File: src/rtl/tpnsp_pkg.sv
// Shared widths, register codes and stage beat types of the spacing penalty core.
// No dependencies; imported by every module of the block.
`default_nettype none

package tpnsp_pkg;

  // Field widths
  localparam int COORD_W   = 32;
  localparam int DIR_W     = 16;
  localparam int PORT_W    = 8;
  localparam int CROSS_W   = 16;
  localparam int CFG_W     = 31;
  localparam int CFG_IDX_W = 1;
  localparam int PEN_W     = 62;
  localparam int GRAD_W    = 40;

  // Internal widths
  localparam int SPAN_W    = 18;           // ports + 2*crossings
  localparam int S2_W      = 49;           // doubled spacing and doubled hinge
  localparam int DELTA_W   = COORD_W + 1;  // pin difference
  localparam int A2_W      = DELTA_W + 1;  // doubled absolute difference
  localparam int SQ_IN_W   = 32;           // hinge bits that feed the square
  localparam int SQ_W      = 2 * SQ_IN_W;
  localparam int GPROD_W   = 64;
  localparam int DIR_FRAC_BITS = 14;
  localparam int Q_W       = GPROD_W + 1 - DIR_FRAC_BITS;
  localparam int NUM_GRAD  = 4;

  localparam logic [GPROD_W:0] GRAD_ROUND = (GPROD_W+1)'(1) << (DIR_FRAC_BITS - 1);
  localparam logic [Q_W-1:0]   GRAD_NEG_LIM = Q_W'(1) << (GRAD_W - 1);
  localparam logic [Q_W-1:0]   GRAD_POS_LIM = (Q_W'(1) << (GRAD_W - 1)) - Q_W'(1);
  localparam logic [PEN_W-1:0] PEN_MAX = '1;

  // Gradient lane order
  localparam int G_X_PIN0 = 0;
  localparam int G_X_PIN1 = 1;
  localparam int G_Y_PIN0 = 2;
  localparam int G_Y_PIN1 = 3;

  // Configuration register indexes
  typedef enum logic [CFG_IDX_W-1:0] {
    REG_BEND_RADIUS = 1'b0,
    REG_CROSS_PITCH = 1'b1
  } cfg_reg_t;

  // One accepted net
  typedef struct packed {
    logic signed [COORD_W-1:0] pin0_x;
    logic signed [COORD_W-1:0] pin0_y;
    logic signed [COORD_W-1:0] pin1_x;
    logic signed [COORD_W-1:0] pin1_y;
    logic signed [DIR_W-1:0]   pin0_dir_x;
    logic signed [DIR_W-1:0]   pin0_dir_y;
    logic signed [DIR_W-1:0]   pin1_dir_x;
    logic signed [DIR_W-1:0]   pin1_dir_y;
    logic [PORT_W-1:0]         max_port_count;
    logic [CROSS_W-1:0]        crossing_count;
    logic                      net_enable;
    logic                      last_net;
  } net_beat_t;

  // Hinges and direction magnitudes, out of the spacing stages
  typedef struct packed {
    logic                             last;
    logic [S2_W-1:0]                  hx2;
    logic [S2_W-1:0]                  hy2;
    logic [NUM_GRAD-1:0][DIR_W-1:0]   dir_mag;
    logic [NUM_GRAD-1:0]              gneg;
  } hinge_beat_t;

  // Raw products, out of the multiply stage
  typedef struct packed {
    logic                             last;
    logic                             big;
    logic [SQ_W-1:0]                  sqx;
    logic [SQ_W-1:0]                  sqy;
    logic [NUM_GRAD-1:0][GPROD_W-1:0] gprod;
    logic [NUM_GRAD-1:0]              gneg;
  } prod_beat_t;

endpackage

`default_nettype wire

File: src/rtl/tpnsp_sat.sv
// Rounding, saturation and output register stages of the spacing penalty core.
// Depends on tpnsp_pkg.
`default_nettype none

module tpnsp_sat import tpnsp_pkg::*; (
  input  logic                           clk,
  input  logic                           rst,
  input  logic                           in_valid,
  input  prod_beat_t                     pb,
  output logic                           done,
  output logic [PEN_W-1:0]               penalty,
  output logic [NUM_GRAD-1:0][GRAD_W-1:0] grad,
  output logic                           last_out
);

  // Stage 5 registers
  logic                            s5_valid;
  logic [SQ_W:0]                   s5_psum;
  logic                            s5_big;
  logic                            s5_last;
  logic [NUM_GRAD-1:0][GRAD_W-1:0] s5_mag;
  logic [NUM_GRAD-1:0]             s5_neg;

  logic [NUM_GRAD-1:0][Q_W-1:0]    q;
  logic [NUM_GRAD-1:0][GRAD_W-1:0] mag;
  logic [GPROD_W:0]                rounded;

  // Round the gradient magnitudes to nearest and clamp by sign
  always_comb begin
    rounded = '0;
    for (int i = 0; i < NUM_GRAD; i++) begin
      rounded = {1'b0, pb.gprod[i]} + GRAD_ROUND;
      q[i]    = rounded[GPROD_W:DIR_FRAC_BITS];
      if (pb.gneg[i]) begin
        mag[i] = (q[i] > GRAD_NEG_LIM) ? GRAD_W'(GRAD_NEG_LIM) : GRAD_W'(q[i]);
      end else begin
        mag[i] = (q[i] > GRAD_POS_LIM) ? GRAD_W'(GRAD_POS_LIM) : GRAD_W'(q[i]);
      end
    end
  end

  // Stage 5: penalty sum and clamped magnitudes
  always_ff @(posedge clk) begin
    if (rst) begin
      s5_valid <= 1'b0;
    end else begin
      s5_valid <= in_valid;
    end
  end

  always_ff @(posedge clk) begin
    s5_psum <= {1'b0, pb.sqx} + {1'b0, pb.sqy};
    s5_big  <= pb.big;
    s5_last <= pb.last;
    s5_mag  <= mag;
    s5_neg  <= pb.gneg;
  end

  // Stage 6: quarter and saturate the penalty, apply gradient signs
  always_ff @(posedge clk) begin
    if (rst) begin
      done <= 1'b0;
    end else begin
      done <= s5_valid;
    end
  end

  always_ff @(posedge clk) begin
    penalty  <= (s5_big || s5_psum[SQ_W]) ? PEN_MAX : s5_psum[SQ_W-1:2];
    last_out <= s5_last;
    for (int i = 0; i < NUM_GRAD; i++) begin
      grad[i] <= s5_neg[i] ? (~s5_mag[i] + GRAD_W'(1)) : s5_mag[i];
    end
  end

endmodule

`default_nettype wire

File: config.mk
export PLATFORM = sky130hd
export DESIGN_NAME = tpnsp_sat
export DESIGN_NICKNAME = d
export VERILOG_FILES = /design/src/rtl/tpnsp_pkg.sv /design/src/rtl/tpnsp_sat.sv
export SDC_FILE = /design/constraint.sdc
export NUM_CORES = 1
export LEC_CHECK = 0
export BUFFER_PORTS_ARGS = -buffer_cell sky130_fd_sc_hd__buf_2
export CAP_MARGIN = 20
export CORE_AREA = 2 2 242 244
export CTS_BUF_LIST = sky130_fd_sc_hd__clkbuf_8
export CTS_CLUSTER_DIAMETER = 200
export CTS_CLUSTER_SIZE = 28
export DETAILED_ROUTE_END_ITERATION = 8
export DIE_AREA = 0 0 244 246
export HOLD_SLACK_MARGIN = 0.02
export PLACE_DENSITY = 0.72
export SETUP_SLACK_MARGIN = 0.02
export SLEW_MARGIN = 20
export SYNTH_ARGS = -nofsm -noshare
export SYNTH_HDL_FRONTEND = slang
export SYNTH_SLANG_ARGS = --single-unit
File: constraint.sdc
create_clock -name clk -period 9.6 [get_ports clk]
set_input_delay 1.92 -clock clk [delete_from_list [all_inputs] [get_ports clk]]
set_output_delay 1.92 -clock clk [all_outputs]
set_load 0.01 [all_outputs]
# Yosys cells after proc, flatten, opt, wreduce, memory -nomap -nowiden
# Cells that the tools add are included.
[totals]
wordCells = 54
output_inout_bits = 224
reg_bits = 456
[classes]
n_lt_le_gt_ge = 8
mux = 16
n_reduce_logical = 1
bitwise_logic = 4
add_sub_neg = 9
[op_table]
columns = ["op", "count"]
rows = [
  ["$mux W40", 16],
  ["$add A64 B14 Y65 const B", 4],
  ["$gt A51 B39 Y1 const B", 4],
  ["$gt A51 B40 Y1 const B", 4],
  ["$add A40 B1 Y40 const B", 4],
  ["$not A40 Y40", 4],
  ["$add A64 B64 Y65", 1],
  ["$logic_or A1 B1 Y1", 1],
]

# Longest topological paths before layout
[depth]
depth_word = 4
ltp_mapped = 14

# Worst setup path after synthesis
# OpenSTA, ideal clock, no wires.
[synth_path]
path_type = "input -> register"
from = "in pb[19] (netlist bit)"
to = "reg s5_mag[13] (netlist bit)"
path_buffers = 2
slack_ns = 4.457
required_ns = 9.526
t_arrival_ns = 5.068
path_stages = 11
setup_ns = 0.074
cell_sequence = "clkbuf_1 -> nand4_1 -> or2_2 -> nor4_1 -> xor2_1 -> or4_1 -> or4_1 -> o41ai_2 -> a21oi_1 -> clkbuf_1 -> o21ai_0"
[synth_lines]
columns = ["item", "line_no", "text"]
rows = [
  ["from (decl)", "tpnsp_sat.sv:9", "input prod_beat_t pb,"],
  ["to (signal assigned)", "tpnsp_sat.sv:55", "s5_mag <= mag;"],
  ["to (decl)", "tpnsp_sat.sv:21", "logic [NUM_GRAD-1:0][GRAD_W-1:0] s5_mag;"],
]

==> impl_metrics.env <==
export IMPL_ir_drop_mv=0.101
export IMPL_fin_crit_sh_pct=58.3
export IMPL_hold_end="last_out"
export IMPL_hp_start="s5_last"
export IMPL_cp_end_kind="flip-flop"
export IMPL_tns_ns=0
export IMPL_totalWireLength_mm=72.6
export IMPL_place_gp_congestion=0.959
export IMPL_io_pin_count=617
export IMPL_synth_top_family_by_area="simple AND/OR/NAND/NOR gates"
export IMPL_portBuffers=564
export IMPL_min_delay_path_depth=0
export IMPL_powerDensity_mw_per_mm2=138
export IMPL_numCtsBuffers=20
export IMPL_root_buffer="clkbuf_8"
export IMPL_worstPathArrival_ns=6.08
export IMPL_cts_max_level=1
export IMPL_synthArstFlopShare_pct=0
export IMPL_max_stage_delay_ns=0.69
export IMPL_syn_num_nets=3239
export IMPL_pre_cts_slack_ns=3.43
export IMPL_r2r_start="s5_mag[44]"
export IMPL_placementRows=88
export IMPL_rrSetupSlack_ns=5.80
export IMPL_syn_to_final_growth_pct=16.0
export IMPL_synth_area_sq_mm=0.0239
export IMPL_synth_simple_gate_area_share_pct=22.7
export IMPL_relSlewSlack_pct=32.0
export IMPL_cts_tree="done"
export IMPL_dr_pass1_iters=6
export IMPL_clkLatencyLatePin_ns=0.63
export IMPL_synth_avg_cell_area_sq_um=8.60
export IMPL_grt_total_usage_pct=22.6
export IMPL_dp_cells=3982
export IMPL_synth_xor_area_share_pct=13.5
export IMPL_crit_slowest_cell="or4_1"
export IMPL_synth_edf_count=0
export IMPL_layout_setup_ws_ns=4.00
export IMPL_r2r_end="grad[79]"
export IMPL_post_cts_resize_count=0
export IMPL_grt_pass1_vias=19812
export IMPL_final_antenna_net_count=0
export IMPL_ys_types=79
export IMPL_syn_inst=2775
export IMPL_dieHeight_microns=246
export IMPL_final_cells=4037
export IMPL_fin_nets=3704
export IMPL_wl_per_cell_microns=18.0
export IMPL_status="finished clean"
export IMPL_die_w_microns=244
export IMPL_cts_sinks=454
export IMPL_holdBufCountCts=0
export IMPL_crit_type="in -> reg"
export IMPL_synth_seq_cells=454
export IMPL_place_area_sq_mm=0.0273
export IMPL_final_area_sq_mm=0.0277
export IMPL_worst_clock_skew_ns=0.0434
export IMPL_fin_crit_ns=5.60
export IMPL_cts_setup_buffers=0
export IMPL_cp_startpoint="pb[152]"
export IMPL_cp_max_fo=19
export IMPL_dp_hpwl_mm=59.6
export IMPL_drc=0
export IMPL_cp_cell_sequence="buf_2, and4_1, and3_1, nand4_1, or4_1, a21oi_1, o211ai_1, or3_1, nand2_1, o221ai_1"
export IMPL_start_util_pct=41.6
export IMPL_crit_required_ns=10.08
export IMPL_vias=22176
export IMPL_clock_path_buffers=3
export IMPL_final_hold_violation_count=0
export IMPL_slew_viol_final=0
export IMPL_cp_start_kind="input port"
export IMPL_grt_max_degree=63
export IMPL_reg2reg_depth=9
export IMPL_muxShareOfSynthArea_pct=0.918
export IMPL_max_freq_mhz=179
export IMPL_synth_compound_gate_area_share_pct=17.9
export IMPL_yosys_area_share_adder_pct=3.72
export IMPL_maxCapViolCount=0
export IMPL_coreArea_sq_mm=0.0574
export IMPL_drt_iter0_drc=1443
export IMPL_synthFlopType="dfxtp_1"
export IMPL_p_leak_nw=10.9
export IMPL_setup_viol=0
export IMPL_grt_pass1_wl_mm=109
export IMPL_globalRouteOverflowTotal=0
export IMPL_tightest_slew_ns=1.02
export IMPL_antenna_found_initial=25
export IMPL_yosysWarnings=0
export IMPL_viasPerCell=5.49
export IMPL_rsz0062_at_grt="no"
export IMPL_dieArea_sq_mm=0.0600
export IMPL_drive_above_1_share_pct=20.2
export IMPL_synth_yosys_seq_area_share_pct=38.1
export IMPL_hp_class="reg -> reg"
export IMPL_clk_pin_slew_ns=0.16
==> kinds of logic (layout without fill, tap and decap cells) <==
| group | count (synthesis) | count (layout) |
|---|---|---|
| AO/OA/AOI/OAI | 657 | 657 |
| XOR/XNOR | 369 | 369 |
| adder cells (fa/ha/maj) | 71 | 71 |
| buffers and inverters | 197 | 662 |
| flip-flops | 454 | 454 |
| multiplexers | 21 | 21 |
| other | 0 | 32 |
| AND/OR/NAND/NOR | 1006 | 1006 |
==> cells in the final DEF, fill, tap and decap left out, types with 29 or more instances in the layout <==
master / count
buf_2: 564
dfxtp_1: 449
xnor2_1: 269
nand2_1: 220
o21ai_0: 190
a21oi_1: 140
nor2_1: 128
nand3_1: 116
or3_1: 113
xor2_1: 100
nand4_1: 84
ha_1: 71
nor3_1: 67
o31ai_1: 64
inv_1: 60
and3_1: 58
a21o_1: 41
nor4_1: 40
or4_1: 38
diode_2: 32
and2_1: 30
and4_1: 29
==> critical path, delay by kind of cell <==
| family | cells | cell delay, ns |
|---|---|---|
| compound gates | 3 | 0.63 |
| simple gates | 6 | 3.34 |
| buf+inv | 1 | 0.16 |
==> synthesized netlist by cell type, types with 6 or more instances <==
cell,number,area share [%]
o211ai_1,15,0.47
a211o_1,13,0.48
nand3b_1,6,0.19
o21a_1,16,0.50
and2_1,30,0.79
nand3_1,116,2.4
o41ai_1,24,0.88
nor2_1,128,2.0
a31oi_1,23,0.60
o221ai_1,6,0.22
o2111ai_1,6,0.22
and4_1,29,1.1
xnor2_1,269,9.9
nand4_1,84,2.2
nor4_1,41,1.1
and3_1,58,1.5
o31a_1,6,0.22
mux2_2,7,0.33
inv_1,60,0.94
or2_2,14,0.37
o22ai_1,12,0.31
o21ai_0,190,4.0
nand2b_1,18,0.47
xor2_1,100,3.7
o31ai_1,64,2.0
ha_1,71,3.7
or3_1,113,3.0
nor2b_1,15,0.39
mux2i_1,14,0.59
a211oi_1,19,0.60
o21bai_1,13,0.41
buf_1,6,0.094
dfxtp_1,454,38
or4_1,38,1.2
a21o_1,41,1.3
a311oi_1,9,0.33
nor3_1,67,1.4
nor3b_1,8,0.25
clkbuf_1,127,2.0
a2111oi_0,7,0.26
nand2_1,220,3.5
a21oi_1,140,2.9
==> how the worst max path moves through the flow <==
stage                       end  cells after the start
floorplan            s5_mag[13]                     11
detailed placement  s5_mag[103]                     10
global route        s5_mag[101]                     12
CTS                 s5_mag[103]                     10
global placement     s5_mag[99]                     10
finish              s5_mag[103]                     10
==> registers in the layout, indices dropped and copies added (netlist names) <==
name / cells
s5_last: 1
s5_valid: 1
penalty: 62
s5_neg: 4
grad: 160
s5_big: 1
s5_mag: 160
s5_psum: 63
done: 1
last_out: 1
==> metal layers <==
layer,up-vias,GRT usage (%),wire [microns]
met1,10288,29.5,30700
met5,-,0,58
li1,11050,-,-
met2,732,39.1,34600
met4,10,6.49,1810
met3,96,2.76,5370
==> through the flow <==
stage                     power [mW]  hold WS [ns]  utilization [%]
after detailed placement        3.11         0.314             47.5
after CTS                       3.86         0.347             48.1
final                           3.83         0.346             48.2
after global routing            4.02         0.358             48.2
after floorplan                 2.74         0.310                -
after global placement          3.10         0.309             47.5
==> cell type report <==
class | count | area, sq um
fill | 5638 | 29700
multi-input combinational | 2124 | 14000
sequential | 454 | 9090
timing repair buffer | 579 | 2940
tap | 765 | 957
clock buffer | 21 | 289
inverter | 61 | 229
antenna | 32 | 80.1
clock inverter | 1 | 30.0
==> report_power, final <==
| group | total (mW) | internal, mW | switching [mW] | leakage (nW) |
|---|---|---|---|---|
| registers | 2.21 | 2.10 | 0.107 | 3.82 |
| clock network | 0.758 | 0.206 | 0.552 | 0.163 |
| logic | 0.863 | 0.372 | 0.491 | 6.94 |
Note: power is estimated with default switching activity, not from simulation.
