<file path="src/rtl/tpnsp_pkg.sv">
// Shared widths, register codes and stage beat types of the spacing penalty core.
// No dependencies; imported by every module of the block.
`default_nettype none

package tpnsp_pkg;

  // Field widths
  localparam int COORD_W   = 32;
  localparam int DIR_W     = 16;
  localparam int PORT_W    = 8;
  localparam int CROSS_W   = 16;
  localparam int CFG_W     = 31;
  localparam int CFG_IDX_W = 1;
  localparam int PEN_W     = 62;
  localparam int GRAD_W    = 40;

  // Internal widths
  localparam int SPAN_W    = 18;           // ports + 2*crossings
  localparam int S2_W      = 49;           // doubled spacing and doubled hinge
  localparam int DELTA_W   = COORD_W + 1;  // pin difference
  localparam int A2_W      = DELTA_W + 1;  // doubled absolute difference
  localparam int SQ_IN_W   = 32;           // hinge bits that feed the square
  localparam int SQ_W      = 2 * SQ_IN_W;
  localparam int GPROD_W   = 64;
  localparam int DIR_FRAC_BITS = 14;
  localparam int Q_W       = GPROD_W + 1 - DIR_FRAC_BITS;
  localparam int NUM_GRAD  = 4;

  localparam logic [GPROD_W:0] GRAD_ROUND = (GPROD_W+1)'(1) << (DIR_FRAC_BITS - 1);
  localparam logic [Q_W-1:0]   GRAD_NEG_LIM = Q_W'(1) << (GRAD_W - 1);
  localparam logic [Q_W-1:0]   GRAD_POS_LIM = (Q_W'(1) << (GRAD_W - 1)) - Q_W'(1);
  localparam logic [PEN_W-1:0] PEN_MAX = '1;

  // Gradient lane order
  localparam int G_X_PIN0 = 0;
  localparam int G_X_PIN1 = 1;
  localparam int G_Y_PIN0 = 2;
  localparam int G_Y_PIN1 = 3;

  // Configuration register indexes
  typedef enum logic [CFG_IDX_W-1:0] {
    REG_BEND_RADIUS = 1'b0,
    REG_CROSS_PITCH = 1'b1
  } cfg_reg_t;

  // One accepted net
  typedef struct packed {
    logic signed [COORD_W-1:0] pin0_x;
    logic signed [COORD_W-1:0] pin0_y;
    logic signed [COORD_W-1:0] pin1_x;
    logic signed [COORD_W-1:0] pin1_y;
    logic signed [DIR_W-1:0]   pin0_dir_x;
    logic signed [DIR_W-1:0]   pin0_dir_y;
    logic signed [DIR_W-1:0]   pin1_dir_x;
    logic signed [DIR_W-1:0]   pin1_dir_y;
    logic [PORT_W-1:0]         max_port_count;
    logic [CROSS_W-1:0]        crossing_count;
    logic                      net_enable;
    logic                      last_net;
  } net_beat_t;

  // Hinges and direction magnitudes, out of the spacing stages
  typedef struct packed {
    logic                             last;
    logic [S2_W-1:0]                  hx2;
    logic [S2_W-1:0]                  hy2;
    logic [NUM_GRAD-1:0][DIR_W-1:0]   dir_mag;
    logic [NUM_GRAD-1:0]              gneg;
  } hinge_beat_t;

  // Raw products, out of the multiply stage
  typedef struct packed {
    logic                             last;
    logic                             big;
    logic [SQ_W-1:0]                  sqx;
    logic [SQ_W-1:0]                  sqy;
    logic [NUM_GRAD-1:0][GPROD_W-1:0] gprod;
    logic [NUM_GRAD-1:0]              gneg;
  } prod_beat_t;

endpackage

`default_nettype wire

</file>
<file path="src/rtl/tpnsp_hinge.sv">
// Spacing and hinge stages (three register stages) of the spacing penalty core.
// Depends on tpnsp_pkg.
`default_nettype none

module tpnsp_hinge import tpnsp_pkg::*; (
  input  logic               clk,
  input  logic               rst,
  input  logic               in_valid,
  input  net_beat_t          net,
  input  logic [CFG_W-1:0]   bend_radius,
  input  logic [CFG_W-1:0]   cross_pitch,
  output logic               out_valid,
  output hinge_beat_t        hb
);

  // Stage 1 registers
  logic                               s1_valid;
  logic [S2_W-1:0]                    s1_prod;
  logic [CFG_W:0]                     s1_r2;
  logic [DELTA_W-1:0]                 s1_dx;
  logic [DELTA_W-1:0]                 s1_dy;
  logic [NUM_GRAD-1:0][DIR_W-1:0]     s1_dir;
  logic                               s1_en;
  logic                               s1_last;

  // Stage 2 registers
  logic                               s2_valid;
  logic [S2_W-1:0]                    s2_sp;
  logic [A2_W-1:0]                    s2_ax2;
  logic [A2_W-1:0]                    s2_ay2;
  logic [NUM_GRAD-1:0][DIR_W-1:0]     s2_dmag;
  logic [NUM_GRAD-1:0]                s2_gneg;
  logic                               s2_en;
  logic                               s2_last;

  logic [SPAN_W-1:0]                  span;
  logic [DELTA_W-1:0]                 abs_dx;
  logic [DELTA_W-1:0]                 abs_dy;
  logic                               dx_pos;
  logic                               dy_pos;
  logic [NUM_GRAD-1:0][DIR_W-1:0]     dmag;
  logic [NUM_GRAD-1:0]                gneg;
  logic [S2_W-1:0]                    ax2_w;
  logic [S2_W-1:0]                    ay2_w;

  // Ports plus doubled crossings: doubling keeps the half port count exact
  assign span = SPAN_W'(net.max_port_count) + SPAN_W'({net.crossing_count, 1'b0});

  // Stage 1: spacing product and pin differences
  always_ff @(posedge clk) begin
    if (rst) begin
      s1_valid <= 1'b0;
    end else begin
      s1_valid <= in_valid;
    end
  end

  always_ff @(posedge clk) begin
    s1_prod <= S2_W'(cross_pitch) * S2_W'(span);
    s1_r2   <= {bend_radius, 1'b0};
    s1_dx   <= {net.pin0_x[COORD_W-1], net.pin0_x} - {net.pin1_x[COORD_W-1], net.pin1_x};
    s1_dy   <= {net.pin0_y[COORD_W-1], net.pin0_y} - {net.pin1_y[COORD_W-1], net.pin1_y};
    s1_dir[G_X_PIN0] <= net.pin0_dir_x;
    s1_dir[G_X_PIN1] <= net.pin1_dir_x;
    s1_dir[G_Y_PIN0] <= net.pin0_dir_y;
    s1_dir[G_Y_PIN1] <= net.pin1_dir_y;
    s1_en   <= net.net_enable;
    s1_last <= net.last_net;
  end

  // Absolute values, delta signs and gradient signs
  always_comb begin
    abs_dx = s1_dx[DELTA_W-1] ? (~s1_dx + DELTA_W'(1)) : s1_dx;
    abs_dy = s1_dy[DELTA_W-1] ? (~s1_dy + DELTA_W'(1)) : s1_dy;
    dx_pos = !s1_dx[DELTA_W-1] && (s1_dx != '0);
    dy_pos = !s1_dy[DELTA_W-1] && (s1_dy != '0);
    for (int i = 0; i < NUM_GRAD; i++) begin
      dmag[i] = s1_dir[i][DIR_W-1] ? (~s1_dir[i] + DIR_W'(1)) : s1_dir[i];
      gneg[i] = s1_dir[i][DIR_W-1] ^ ((i < G_Y_PIN0) ? dx_pos : dy_pos);
    end
  end

  // Stage 2: doubled spacing and doubled distances
  always_ff @(posedge clk) begin
    if (rst) begin
      s2_valid <= 1'b0;
    end else begin
      s2_valid <= s1_valid;
    end
  end

  always_ff @(posedge clk) begin
    s2_sp   <= s1_prod + S2_W'(s1_r2);
    s2_ax2  <= {abs_dx, 1'b0};
    s2_ay2  <= {abs_dy, 1'b0};
    s2_dmag <= dmag;
    s2_gneg <= gneg;
    s2_en   <= s1_en;
    s2_last <= s1_last;
  end

  assign ax2_w = S2_W'(s2_ax2);
  assign ay2_w = S2_W'(s2_ay2);

  // Stage 3: hinges, forced to zero for a disabled net
  always_ff @(posedge clk) begin
    if (rst) begin
      out_valid <= 1'b0;
    end else begin
      out_valid <= s2_valid;
    end
  end

  always_ff @(posedge clk) begin
    hb.hx2     <= (s2_en && (s2_sp > ax2_w)) ? (s2_sp - ax2_w) : '0;
    hb.hy2     <= (s2_en && (s2_sp > ay2_w)) ? (s2_sp - ay2_w) : '0;
    hb.dir_mag <= s2_dmag;
    hb.gneg    <= s2_gneg;
    hb.last    <= s2_last;
  end

endmodule

`default_nettype wire

</file>
<file path="config.mk">
export PLATFORM = sky130hd
export DESIGN_NAME = tpnsp_hinge
export DESIGN_NICKNAME = d
export VERILOG_FILES = /design/src/rtl/tpnsp_pkg.sv /design/src/rtl/tpnsp_hinge.sv
export SDC_FILE = /design/constraint.sdc
export NUM_CORES = 2
export LEC_CHECK = 0
export BUFFER_PORTS_ARGS = -buffer_cell sky130_fd_sc_hd__buf_2
export CAP_MARGIN = 0
export CELL_PAD_IN_SITES_DETAIL_PLACEMENT = 0
export CELL_PAD_IN_SITES_GLOBAL_PLACEMENT = 2
export CORE_MARGIN = 3
export CORE_UTILIZATION = 40
export DETAILED_ROUTE_END_ITERATION = 12
export MAX_ROUTING_LAYER = met4
export PLACE_DENSITY = 0.92
export SETUP_SLACK_MARGIN = 0.3
export SLEW_MARGIN = 20
export SYNTH_ARGS = -nofsm -noshare
export SYNTH_HDL_FRONTEND = slang
export SYNTH_SLANG_ARGS = --single-unit
</file>
<file path="constraint.sdc">
create_clock -name clk -period 20.7 [get_ports clk]
set_clock_uncertainty 0.15 [all_clocks]
set_input_delay 0 -clock clk [delete_from_list [all_inputs] [get_ports clk]]
set_output_delay 0 -clock clk [all_outputs]
set_load 0.02 [all_outputs]
</file>
### Word level (Yosys, flattened, before mapping)

Cells that the tools add are included.

* add/sub/neg operators: 12
* multiply operators: 1
* magnitude comparators: 2
* mux-type cells: 6
* bitwise logic cells: 10
* reductions and logical operators: 8

Operators by type and width (count)
* > comparator 49 x 34 -> 1 bit: 2
* subtractor 49 x 34 -> 49 bit: 2
* adder 33 x 1 -> 33 bit, second input constant: 2
* NOT 33 bit: 2
* nonzero test 33 bit: 2
* subtractor 32 x 32 -> 33 bit: 2
* adder 16 x 1 -> 16 bit, second input constant: 4
* 2-to-1 mux 32 bit: 2
* NOT 16 bit: 4
* 2-to-1 mux 15 bit: 4
* adder 49 x 32 -> 49 bit: 1
* multiplier 31 x 18 -> 49 bit: 1
* adder 8 x 17 -> 18 bit: 1
* logical AND 1 bit: 4
* bitwise XOR 1 bit: 4
* logical NOT 1 bit: 2

* bits in registers: 567
* input port bits: 283
* output and inout port bits: 168
* logic and storage cells: 76

### Longest topological paths before layout

* depth after elaboration: 3
* gate-level depth with buffers: 36
* mapped depth without buffers: 34

### Worst setup path after synthesis

OpenSTA, ideal clock, no wires.

* path type: in2reg
* start point: in net[2] in the netlist's numbering
* end point: reg s1_prod[36]
* setup time: 0.072 ns
* arrival time: 7.347 ns
* data required time: 20.478 ns
* path slack: 13.131 ns
* cell stages on the path: 33
* cell sequence: ha_1 fa_1 a21o_1 a21oi_1 o21bai_1 a21oi_1 nor2b_1 nor2_1 nor2_1 and3_1 xor2_1 clkbuf_1 nand2_1 fa_1 fa_1 inv_1 fa_1 fa_1 fa_1 inv_1 fa_1 inv_1 ha_1 a21oi_1 o21ai_0 o32ai_1 a21oi_1 a31oi_1 nor2_1 a211o_1 a21o_1 a21oi_1 xnor2_1

* cells in the longest elaborated chain, start to end: 2

RTL lines
* start: declaration: RTL line tpnsp_hinge.sv:9 `input net_beat_t net,`
* adder 8 x 17 -> 18 bit: RTL line tpnsp_hinge.sv:47 `assign span = SPAN_W'(net.max_port_count) + SPAN_W'({net.crossing_count, 1'b0});`
* multiplier 31 x 18 -> 49 bit: RTL line tpnsp_hinge.sv:59 `s1_prod <= S2_W'(cross_pitch) * S2_W'(span);`
* end signal: assignment: RTL line tpnsp_hinge.sv:59
* end: declaration: RTL line tpnsp_hinge.sv:18 `logic [S2_W-1:0] s1_prod;`

No other way between the ends.
A chain may end at the register's enable or synchronous reset.

### Worst setup path in the final report

* start point: in net[2] in the netlist's numbering
* end point: reg s1_prod[43]

Same word-level chain as after synthesis.

==> impl_metrics.tcl <==
set metrics [dict create \
    clk_pin_slew_ns 0.06 \
    critPathBufInv 6 \
    rrSetupSlack_ns 15.91 \
    synthArstFlopShare_pct 0 \
    fill_cells 9644 \
    nets 6399 \
    rows 117 \
    crit_slowest_cell "xor2_4" \
    route.detailed.vias_per_inst 5.01 \
    dr.pass1.iters 8 \
    cts_setup_buffers 0 \
    grt_pass1_vias 36140 \
    worst_ep_required_time_ns 21.05 \
    finalMaxSlewViolations 0 \
    antenna_found_initial 2 \
    drtIter0Drc 1942 \
    mostFrequentLayoutCells "inv_1 (759), nand2_1 (588), dfxtp_1 (567)" \
    portBuffers 450 \
    grt.overflow.total 0 \
    synth_cell_type_count 71 \
    gp_congestion 0.927 \
    crit_arrival_ns 8.87 \
    seqCellArea_sq_um 11400 \
    cts-buffers-inserted 56 \
    clock_latency_ns 0.63 \
    maxCapViolCount 0 \
    die_h_um 328 \
    finalCritPeriodShare_pct 41.2 \
    yosysWarnings 0 \
    multiInputGateArea_sq_um 27000 \
    cts_sinks 567 \
    synth_nets 5638 \
    synth-edff-count 0 \
    fmax_mhz 117 \
    hold_violations 0 \
    finalWirelength_um 126000 \
    die_x_um 328 \
    fin_setup_tns_ns 0 \
    crit_path_frequent_cell "fa_1" \
    track_usage_pct 24.2 \
    finalSetupViolCount 0 \
    critical-path-top-delay-family "adder cells" \
    status "finished, final reports clean" \
    cp-end-kind "flip-flop" \
    die-area_sq_um 108000 \
    initial_core_util_pct 40.5 \
    cp_max_fo 31 \
    max_stage_delay_ns 0.78 \
    cp-start-kind "primary input" \
    drive_above_1_share_pct 11.0 \
    maxSlewHeadroom_pct 25.7 \
    syn2layout_area_growth_pct 23.3 \
    dpl_cell_area_sq_um 45200 \
    synth-seq-area-share_pct 27.3 \
    route.detailed.drc 0 \
    avgSynthCellArea_sq_um 9.06 \
    h-tree-depth 2 \
    post-route-cell-area_sq_um 51200 \
    grt_pass1_wl_um 199000 \
    rsz0062_at_grt "false" \
    netlist_area_sq_um 41500 \
    io_pins 451 \
    r2r-start "s2_sp[2]$_DFF_P_" \
    grt_max_degree 49 \
    startpoint "net[2]" \
    cts-root-buf "clkbuf_16" \
    period_minus_slack_ns 8.52 \
    path_class "primary input to flip-flop" \
    cts_tree "yes" \
    final_common_cell "inv_1" \
    min_from "net[164]" \
    worst_pin_slew_ns 1.10 \
    worst_hold_slack_ns 0.0574 \
    synthCells 4586 \
    synth-seq-cells 567 \
    core_sq_um 102000 \
    cts_buffer_depth 3 \
    min_path_type "primary input to flip-flop" \
    ant_nets 0 \
    synth_flop_cell "dfxtp_1" \
    dp_hpwl_um 96100 \
    vias 33877 \
    wl_per_cell_um 18.7 \
]
==> per-layer routing <==
metal  wire length [um]  global-route usage [%]  up-vias
li1                   -                       -    16055
met1              53300                    29.9    16605
met2              60700                    40.6      986
met3               7670                    3.89      231
met4               4550                    7.90        0
met5                  0                       -        -
==> tightest hold or removal path, stage by stage <==
cell and delay (ns):
buf_2 0.08, ha_1 0.21, a2111oi_0 0.10, a31oi_1 0.29
xor2_1 0.10
==> registers in the layout, indices dropped and copies added, names as in the netlist, 4 cells and up <==
| signal | cells |
|---|---|
| hb | 167 |
| s1_dir | 64 |
| s1_dx | 33 |
| s1_dy | 33 |
| s1_prod | 49 |
| s1_r2 | 31 |
| s2_ax2 | 33 |
| s2_ay2 | 33 |
| s2_dmag | 64 |
| s2_gneg | 4 |
| s2_sp | 49 |
==> synth_stat cells, types with 24 or more instances <==
library cell | n | area [sq um]
inv_1 | 759 | 2850
nand2_1 | 588 | 2210
dfxtp_1 | 567 | 11400
fa_1 | 470 | 9410
ha_1 | 299 | 3740
xnor2_1 | 255 | 2230
nor2_1 | 202 | 758
a21oi_1 | 191 | 956
and2_1 | 165 | 1030
clkbuf_1 | 153 | 574
o21ai_0 | 153 | 766
a21o_1 | 120 | 901
xor2_1 | 96 | 841
nand3_1 | 53 | 265
o31ai_1 | 42 | 315
nor3_1 | 41 | 205
nand2b_1 | 35 | 219
nor2b_1 | 33 | 206
or3_1 | 33 | 206
a31oi_1 | 31 | 194
and3_1 | 27 | 169
nand4_1 | 27 | 169
o21bai_1 | 27 | 203
o21a_1 | 24 | 180
==> final cells by class <==
| cell class | count | share of cell area, % |
|---|---|---|
| multi-input combinational | 3102 | 52.7 |
| sequential | 567 | 22.2 |
| timing repair buffer | 861 | 12.4 |
| inverter | 759 | 5.56 |
| tap | 1368 | 3.34 |
| clock buffer | 76 | 3.10 |
| clock inverter | 25 | 0.774 |
| antenna | 2 | 0.00977 |
==> what timing repair did <==
item                      in CTS  in global routing
hold buffers                 398                  0
hold endpoints to repair     169                  0
gates resized for setup        0                  0
==> path summary, 6_finish.rpt <==
path | to | cells past startpoint
worst max-delay path | s1_prod[43]$_DFF_P_ | 33
worst min-delay path | s1_dy[14]$_DFF_P_ | 5
worst max register to register | hb[79]$_SDFF_PN0_ | 11
worst min register to register | hb[59]$_DFF_P_ | 0
==> through the flow <==
stage	util, %	worst slack, ns	cells
after global routing	50.0	11.61	6760
after detailed placement	44.2	11.58	6259
final	50.0	12.18	6760
after global placement	44.2	11.70	6259
after floorplan	-	13.13	4586
after CTS	50.0	12.21	6758
==> cells by family after synthesis <==
family / Yosys count / share of synthesized area, %
and+or+nand+nor: 1270 / 14.3
buffers and inverters: 917 / 8.29
adders and majority gates: 769 / 31.7
AOI/OAI and AO/OA: 711 / 11.0
DFF: 567 / 27.3
xor gates and xnor gates: 351 / 7.40
muxes: 1 / 0.0241
Power is not shown: default switching activity piles up to over one toggle a cycle in this logic, so the estimate is an artifact.
